### config.mk
export PLATFORM = sky130hd
export DESIGN_NAME = suv_isqrt
export DESIGN_NICKNAME = d
export VERILOG_FILES = /design/src/rtl/core/assert_macros.svh /design/src/rtl/core/suv_pkg.sv /design/src/rtl/core/suv_isqrt.sv
export SDC_FILE = /design/constraint.sdc
export NUM_CORES = 2
export LEC_CHECK = 0
export BUFFER_PORTS_ARGS = -buffer_cell sky130_fd_sc_hd__buf_2
export CAP_MARGIN = 20
export CORE_MARGIN = 2
export CORE_UTILIZATION = 35
export CTS_BUF_LIST = sky130_fd_sc_hd__clkbuf_16
export CTS_CLUSTER_SIZE = 25
export DETAILED_ROUTE_END_ITERATION = 12
export HOLD_SLACK_MARGIN = 0.02
export PLACE_DENSITY = 0.58
export SLEW_MARGIN = 25
export SYNTH_ARGS = -nofsm -noshare
export SYNTH_HDL_FRONTEND = slang
export SYNTH_SLANG_ARGS = --single-unit
### constraint.sdc
create_clock -name clock -period 3.1 [get_ports clock]
set_input_delay 0.93 -clock clock [delete_from_list [all_inputs] [get_ports clock]]
set_output_delay 0.93 -clock clock [all_outputs]
set_load 0.01 [all_outputs]
### src/rtl/core/assert_macros.svh
// ----------------------------------------------------------------------------
// Assertion macros
// Shared concurrent assertion forms used by the RTL.
// ----------------------------------------------------------------------------
`ifndef ASSERT_MACROS_SVH
`define ASSERT_MACROS_SVH

// The consequent must hold whenever the antecedent holds.
`define ASSERT_IMPLY(lbl, clk, rst, ante, cons) \
   lbl: assert property (@(posedge clk) disable iff (rst) (ante) |-> (cons)) \
      else $error("implication check failed");

// The condition must hold at every clock edge out of reset.
`define ASSERT_ALWAYS(lbl, clk, rst, cond) \
   lbl: assert property (@(posedge clk) disable iff (rst) (cond)) \
      else $error("invariant check failed");

`endif

### src/rtl/core/suv_pkg.sv
// ----------------------------------------------------------------------------
// Sphere UV mapping package
// Shared constants and the CORDIC arctangent table in binary angle units.
// ----------------------------------------------------------------------------
package suv_pkg;

   localparam int COORD_WIDTH_DEF  = 24;
   localparam int UV_FRAC_BITS_DEF = 16;
   localparam int CORDIC_STEPS_DEF = 18;

   // Coordinates are scaled into a 40-bit magnitude range.
   localparam int SCALED_BITS = 40;
   // CORDIC datapath width with headroom for the gain.
   localparam int CORE_WIDTH  = 43;
   // Angle width: a full turn is 2^32.
   localparam int ANGLE_WIDTH = 34;

   localparam logic signed [ANGLE_WIDTH-1:0] HALF_TURN    = ANGLE_WIDTH'(64'sd2147483648);
   localparam logic signed [ANGLE_WIDTH-1:0] QUARTER_TURN = ANGLE_WIDTH'(64'sd1073741824);

   function automatic logic [31:0] atan_turn(input int idx);
      logic [31:0] val;
      begin
         case (idx)
            0:  val = 32'h20000000;
            1:  val = 32'h12e4051f;
            2:  val = 32'h09fb385c;
            3:  val = 32'h051111d4;
            4:  val = 32'h028b0d43;
            5:  val = 32'h0145d7e2;
            6:  val = 32'h00a2f61e;
            7:  val = 32'h00517c55;
            8:  val = 32'h0028be53;
            9:  val = 32'h00145f2f;
            10: val = 32'h000a2f98;
            11: val = 32'h000517cc;
            12: val = 32'h00028be6;
            13: val = 32'h000145f3;
            14: val = 32'h0000a2f9;
            15: val = 32'h0000517d;
            16: val = 32'h000028be;
            17: val = 32'h0000145f;
            18: val = 32'h00000a30;
            19: val = 32'h00000518;
            20: val = 32'h0000028c;
            21: val = 32'h00000146;
            22: val = 32'h000000a3;
            23: val = 32'h00000051;
            24: val = 32'h00000029;
            25: val = 32'h00000014;
            26: val = 32'h0000000a;
            27: val = 32'h00000005;
            28: val = 32'h00000003;
            29: val = 32'h00000001;
            default: val = 32'h00000000;
         endcase
         return val;
      end
   endfunction

endpackage

### src/rtl/core/suv_isqrt.sv
// ----------------------------------------------------------------------------
// Pipelined integer square root
// Floor square root, one result bit per register stage.
// ----------------------------------------------------------------------------
module suv_isqrt
   import suv_pkg::*;
#(
   parameter int COORD_WIDTH = COORD_WIDTH_DEF
) (
   input  logic                       clock,
   input  logic                       reset,
   input  logic                       in_valid,
   input  logic [2*COORD_WIDTH-1:0]   in_value,
   output logic                       out_valid,
   output logic [COORD_WIDTH-1:0]     out_root
);

   localparam int W = COORD_WIDTH;

   logic [2*W-1:0] n_ff    [1:W];
   logic [W-1:0]   rem_ff  [1:W];
   logic [W-1:0]   root_ff [1:W];
   logic           vld_ff  [1:W];

   for (genvar k = 0; k < W; k++) begin : g_stage
      logic [2*W-1:0] n_src;
      logic [W-1:0]   rem_src;
      logic [W-1:0]   root_src;
      logic           vld_src;
      logic [W+1:0]   rem_sh;
      logic [W+1:0]   trial;
      logic           take;
      logic [W+1:0]   rem_in;

      if (k == 0) begin : g_first
         assign n_src    = in_value;
         assign rem_src  = '0;
         assign root_src = '0;
         assign vld_src  = in_valid;
      end else begin : g_next
         assign n_src    = n_ff[k];
         assign rem_src  = rem_ff[k];
         assign root_src = root_ff[k];
         assign vld_src  = vld_ff[k];
      end

      assign rem_sh = {rem_src, n_src[2*W-1:2*W-2]};
      assign trial  = {root_src, 2'b01};
      assign take   = (rem_sh >= trial);
      assign rem_in = take ? (rem_sh - trial) : rem_sh;

      always_ff @(posedge clock) begin
         if (reset) begin
            vld_ff[k+1] <= 1'b0;
         end else begin
            vld_ff[k+1] <= vld_src;
         end
         n_ff[k+1]    <= {n_src[2*W-3:0], 2'b00};
         rem_ff[k+1]  <= rem_in[W-1:0];
         root_ff[k+1] <= {root_src[W-2:0], take};
      end
   end

   assign out_valid = vld_ff[W];
   assign out_root  = root_ff[W];

endmodule

After elaboration in Yosys (flattened, before gate mapping)

Memories as Yosys holds them, arrays and structs flattened.
Index checks and enable logic that the tools add are counted.

Register bits: 0
Memory bits (writable): 2280
Input port bits: 51
Output and inout port bits: 25
Word-level logic and storage cells: 127
Memories kept: 4

Add/sub/neg operators: 24
Order comparisons: 24
Mux-type cells: 51
Bitwise gates (word level): 24

Memory list:

| name    | depth | width | read ports | clocked after Yosys merged registers in | wr ports | RTL line        | RTL |
|---|---|---|---|---|---|---|---|
| n_ff    | 24    | 46    | 23         | 0                                       | 24       | suv_isqrt.sv:20 | `logic [2*W-1:0] n_ff [1:W];` |
| rem_ff  | 24    | 24    | 23         | 0                                       | 24       | suv_isqrt.sv:21 | `logic [W-1:0] rem_ff [1:W];` |
| root_ff | 24    | 24    | 24         | 0                                       | 24       | suv_isqrt.sv:22 | `logic [W-1:0] root_ff [1:W];` |
| vld_ff  | 24    | 1     | 24         | 0                                       | 24       | suv_isqrt.sv:23 | `logic vld_ff [1:W];` |

Operator list:

| operator            | count |
|---|---|
| $ge 26x26->1        | 23 |
| $mux 24             | 24 |
| $sub 24x24->24      | 23 |
| $mux 1              | 27 |
| $or 1x1->1          | 24 |
| $sub 2x1->3 const B | 1 |
| $ge 2x1->1 const B  | 1 |

Logic depth before layout (Yosys ltp)

Depth in word-level cells: 3
Mapped depth: 13
Gate-level depth less buffers: 12

Worst setup path before layout

Ideal clock, no wire load.

Path type: register -> register
Start: register, netlist name root_ff[0][528]
End: register, netlist name rem_ff[0][568]
Setup time: 0.121 ns
Arrival time: 2.793 ns
Data required time: 2.979 ns
Path slack: 0.186 ns
Cell stages (with the launch flop): 13
Path buffers: 1
Clock period less this slack: 2.914 ns
Path through: dfxtp_1 -> inv_1 -> ha_1 -> nor2b_1 -> o21ai_0 -> a21boi_0 -> o31ai_1 -> a21oi_1 -> o211ai_1 -> nor3_1 -> o22ai_1 -> buf_2 -> mux2_2

==> impl_metrics.py <==
metrics = {
    "floorplanning": {
        "die_x_um": 382,
        "core_area_um2": 142000,
        "die_height_um": 382,
        "io_pins": 76,
        "rows": 138,
        "initial_core_util_pct": 35.3,
        "die-area_um2": 146000,
    },
    "global_route": {
        "grt_pass1_wl_mm": 157,
        "track_usage_pct": 13.0,
        "grt_pass1_vias": 31694,
        "grt_overflow": 0,
        "grt_start_max_net_pins": 35,
        "antenna_found_initial": 0,
    },
    "detailed_routing": {
        "post_drt_wl_per_cell_um": 13.5,
        "ant_nets": 0,
        "via_count": 32343,
        "routed_via_density": 4.57,
        "wl_mm": 95.4,
        "firstDrtPassIters": 5,
        "drc": 0,
        "drt_iter0_markers": 1606,
    },
    "logic_synthesis": {
        "synth_top_family_by_area": "simple AND/OR/NAND/NOR gates",
        "muxShareOfSynthArea_pct": 2.05,
        "synthCells": 4816,
        "synth-compound-area-share_pct": 11.4,
        "yosys_warnings": 0,
        "netlist_area_um2": 50100,
        "yosysSeqAreaShare_pct": 55.9,
        "ys_ff_latch": 1398,
        "synth-simple-area-share_pct": 11.8,
        "ys_types": 83,
        "synth.net_count": 5192,
        "avgSynthCellArea_um2": 10.4,
        "yosys.area_share.adder_pct": 8.12,
        "synth-xor-area-share_pct": 7.08,
        "synth-async-reset-ratio_pct": 0,
        "ys.flop_type": "dfxtp_1",
        "synth-edff-count": 0,
    },
    "timing": {
        "finalSetupViolCount": 0,
        "slew_headroom_pct": 52.9,
        "period_minus_slack_ps": 2940,
        "drv_slew": 0,
        "period_share_pct": 94.8,
        "fmax_mhz": 340,
        "hold_viol": 0,
        "finClkSkew_ps": 50.0,
        "worst_pin_slew_ps": 699,
    },
    "worst_setup_path": {
        "crit_fanout": 3,
        "slowest_stage": "o31ai_1",
        "rr_startpoint": "root_ff[0][504]",
        "reg2reg_slack_ps": 160,
        "startpoint_type": "flop",
        "critPathArrivalTime_ps": 3610,
        "worstSetupStartpoint": "root_ff[0][504]",
        "worstPathRequired_ps": 3770,
        "slowest_delay_ps": 430,
        "crit_chain": "inv_1, ha_1, nor2b_1, o31a_1, o31ai_1, a31oi_2, o22ai_1, nor2_1, a211oi_1, xnor2_1, mux2_2",
        "critPathCapture": "rem_ff[0][548]",
        "end_kind": "flop",
        "r2r_cells": 11,
        "worstSetupPathType": "flop to flop",
        "reg2reg_to": "rem_ff[0][548]",
    },
    "placement": {
        "dp_hpwl_mm": 70.9,
        "gp_congestion": 0.853,
        "io_buffer_count": 75,
    },
    "final_layout": {
        "syn_to_final_growth_pct": 16.8,
        "drive_above_1_share_pct": 10.8,
        "fin_nets": 5443,
        "fin_util_pct": 41.3,
        "diodes": 0,
    },
    "power_and_ir_drop": {
        "power_leakage_nw": 27.5,
        "power.switching_w": 0.0140,
        "p_clk_share_pct": 34.8,
        "p_sw_share_pct": 28.3,
        "pwr-share-comb_pct": 18.6,
        "power.internal_w": 0.0355,
        "p_total_w": 0.0495,
        "p_seq_share_pct": 46.6,
        "vdd_ir_drop_max_mv": 0.468,
        "powerDensity_nw_per_um2": 846,
    },
    "clock_tree": {
        "cts_buffers": 145,
        "cts_tree": "done",
        "root_buffer": "clkbuf_16",
        "cts_hold_buf": 0,
        "htree_num_levels": 4,
        "cts_num_sinks": 1398,
        "clk_pin_slew_ps": 60,
        "clk_path_buf_depth": 3,
        "clock_latency_ps": 780,
    },
    "status": {
        "outcome": "complete, no violations",
    },
    "worst_hold_path": {
        "hold_class": "input port to flop",
    },
    "flow_run": {
        "cap_violations": 0,
    },
}
-- registers in the layout (all words and copies together), names as in the netlist --
name / count
n_ff: 552
rem_ff: 522
root_ff: 300
vld_ff: 24
-- area by class of cell --
cell class              count  area, um^2
clock buffers             146        3650
clock inverters           115        1210
fillers                 13559       83200
inverters                 409        1540
multi-input cells        2933       20500
flip-flops and latches   1398       28000
well taps                1890        2360
repair buffers            180        1250
-- power by group through the flow --
stage	logic [W]	clock network [W]	registers [W]
after global placement	0.00895	0	0.0235
after global routing	0.0104	0.0186	0.0234
after detailed placement	0.00905	0	0.0235
after CTS	0.00913	0.0178	0.0231
after floorplan	0.00696	0	0.0227
final	0.00920	0.0172	0.0231
-- worst max-delay path, delay by kind of cell, from the launching register on --
| kind | cells | cell delay [ps] |
|---|---|---|
| AO/OA/AOI/OAI | 5 | 1540 |
| flip-flops | 1 | 340 |
| adder cells (fa/ha/maj) | 1 | 280 |
| AND/OR/NAND/NOR | 2 | 280 |
| multiplexers | 1 | 260 |
| XOR/XNOR | 1 | 90 |
| buffers and inverters | 1 | 50 |
-- cells in the final DEF (no fill, tap or decap), types with 36 or more instances in the layout --
cell       synthesis  routed
nor3_1           103      99
nor2b_1           73      73
ha_1             325     325
nor2_1           326     326
a21oi_1          301     297
nand3_1           92      90
inv_1            408     428
mux2_2            83      83
nand4_1           52      52
or3_1             36      36
nand2_1          248     248
a21o_1           103     103
xor2_1           185     185
nand2b_1          74      74
dfxtp_1         1398    1398
clkbuf_16          0     146
buf_2              9      75
buf_4              0      95
o21ai_0          214     209
nor4_1            59      57
xnor2_1          220     220
o21a_1            67      67
-- logic make-up (layout without fill, tap and decap cells) --
group	after synthesis	after routing
mux	92	92
flops	1398	1398
buf+inv	485	850
other cells	1	1
xor+xnor	405	405
simple gates	1193	1193
compound gates	917	917
fa+ha+maj	325	325
-- how the worst min path moves through the flow --
stage,start,endpoint,slack (ps),depth (start not counted)
2_1_floorplan,n_ff[0][52],n_ff[0][100],310,0
3_3_place_gp,n_ff[0][173],n_ff[0][221],310,0
3_5_place_dp,n_ff[0][64],n_ff[0][112],310,0
4_1_cts,in_value[43],n_ff[0][89],180,1
5_1_grt,in_value[45],n_ff[0][91],190,1
6_report,in_value[45],n_ff[0][91],250,1
-- synthesized netlist by cell type, types with 16 or more instances --
cell / n / area share [%]
nand2b_1: 74 / 0.92
and2_1: 16 / 0.20
nand4_1: 52 / 0.65
nand3b_1: 16 / 0.24
o21bai_1: 20 / 0.30
nor2_1: 326 / 2.4
and3_1: 22 / 0.27
or3_1: 36 / 0.45
a21o_1: 103 / 1.5
mux2_2: 83 / 1.9
ha_1: 325 / 8.1
nand3_1: 92 / 0.92
clkbuf_1: 64 / 0.48
inv_1: 408 / 3.1
xnor2_1: 220 / 3.8
xor2_1: 185 / 3.2
nor3_1: 103 / 1.0
dfxtp_1: 1398 / 56
a31oi_1: 30 / 0.37
o211ai_1: 17 / 0.25
o31ai_1: 30 / 0.45
nor4_1: 59 / 0.74
or2_2: 23 / 0.29
a211oi_1: 28 / 0.42
a21oi_1: 301 / 3.0
o21a_1: 67 / 1.0
o21ai_0: 214 / 2.1
nand2_1: 248 / 1.9
nor2b_1: 73 / 0.91
-- through the flow --
| step | hold slack, ps | instance area (um^2) | std cells | setup TNS, ps | worst slack [ps] |
|---|---|---|---|---|---|
| floorplan | 310 | 50100 | 4816 | 0 | 186 |
| global placement | 309 | 53400 | 6807 | 0 | 1.13 |
| detailed placement | 312 | 53400 | 6807 | -131 | -33.1 |
| CTS | 182 | 58300 | 7068 | 0 | 5.61 |
| global route | 194 | 58500 | 7071 | -140 | -123 |
| finish | 253 | 58500 | 7071 | 0 | 162 |
-- layer usage --
layer | routed length [um] | track usage (%)
met1 | 45800 | 16.9
met2 | 43100 | 21.2
met3 | 3990 | 2.82
met4 | 2530 | 4.59
met5 | 0 | 0
-- repair_timing --
item                       in CTS  in global routing
gates resized for setup         1                 50
setup endpoints to repair      10                145
pin swaps                       0                  6
buffers inserted                0                  3
Note: power is estimated with default switching activity, not from simulation.
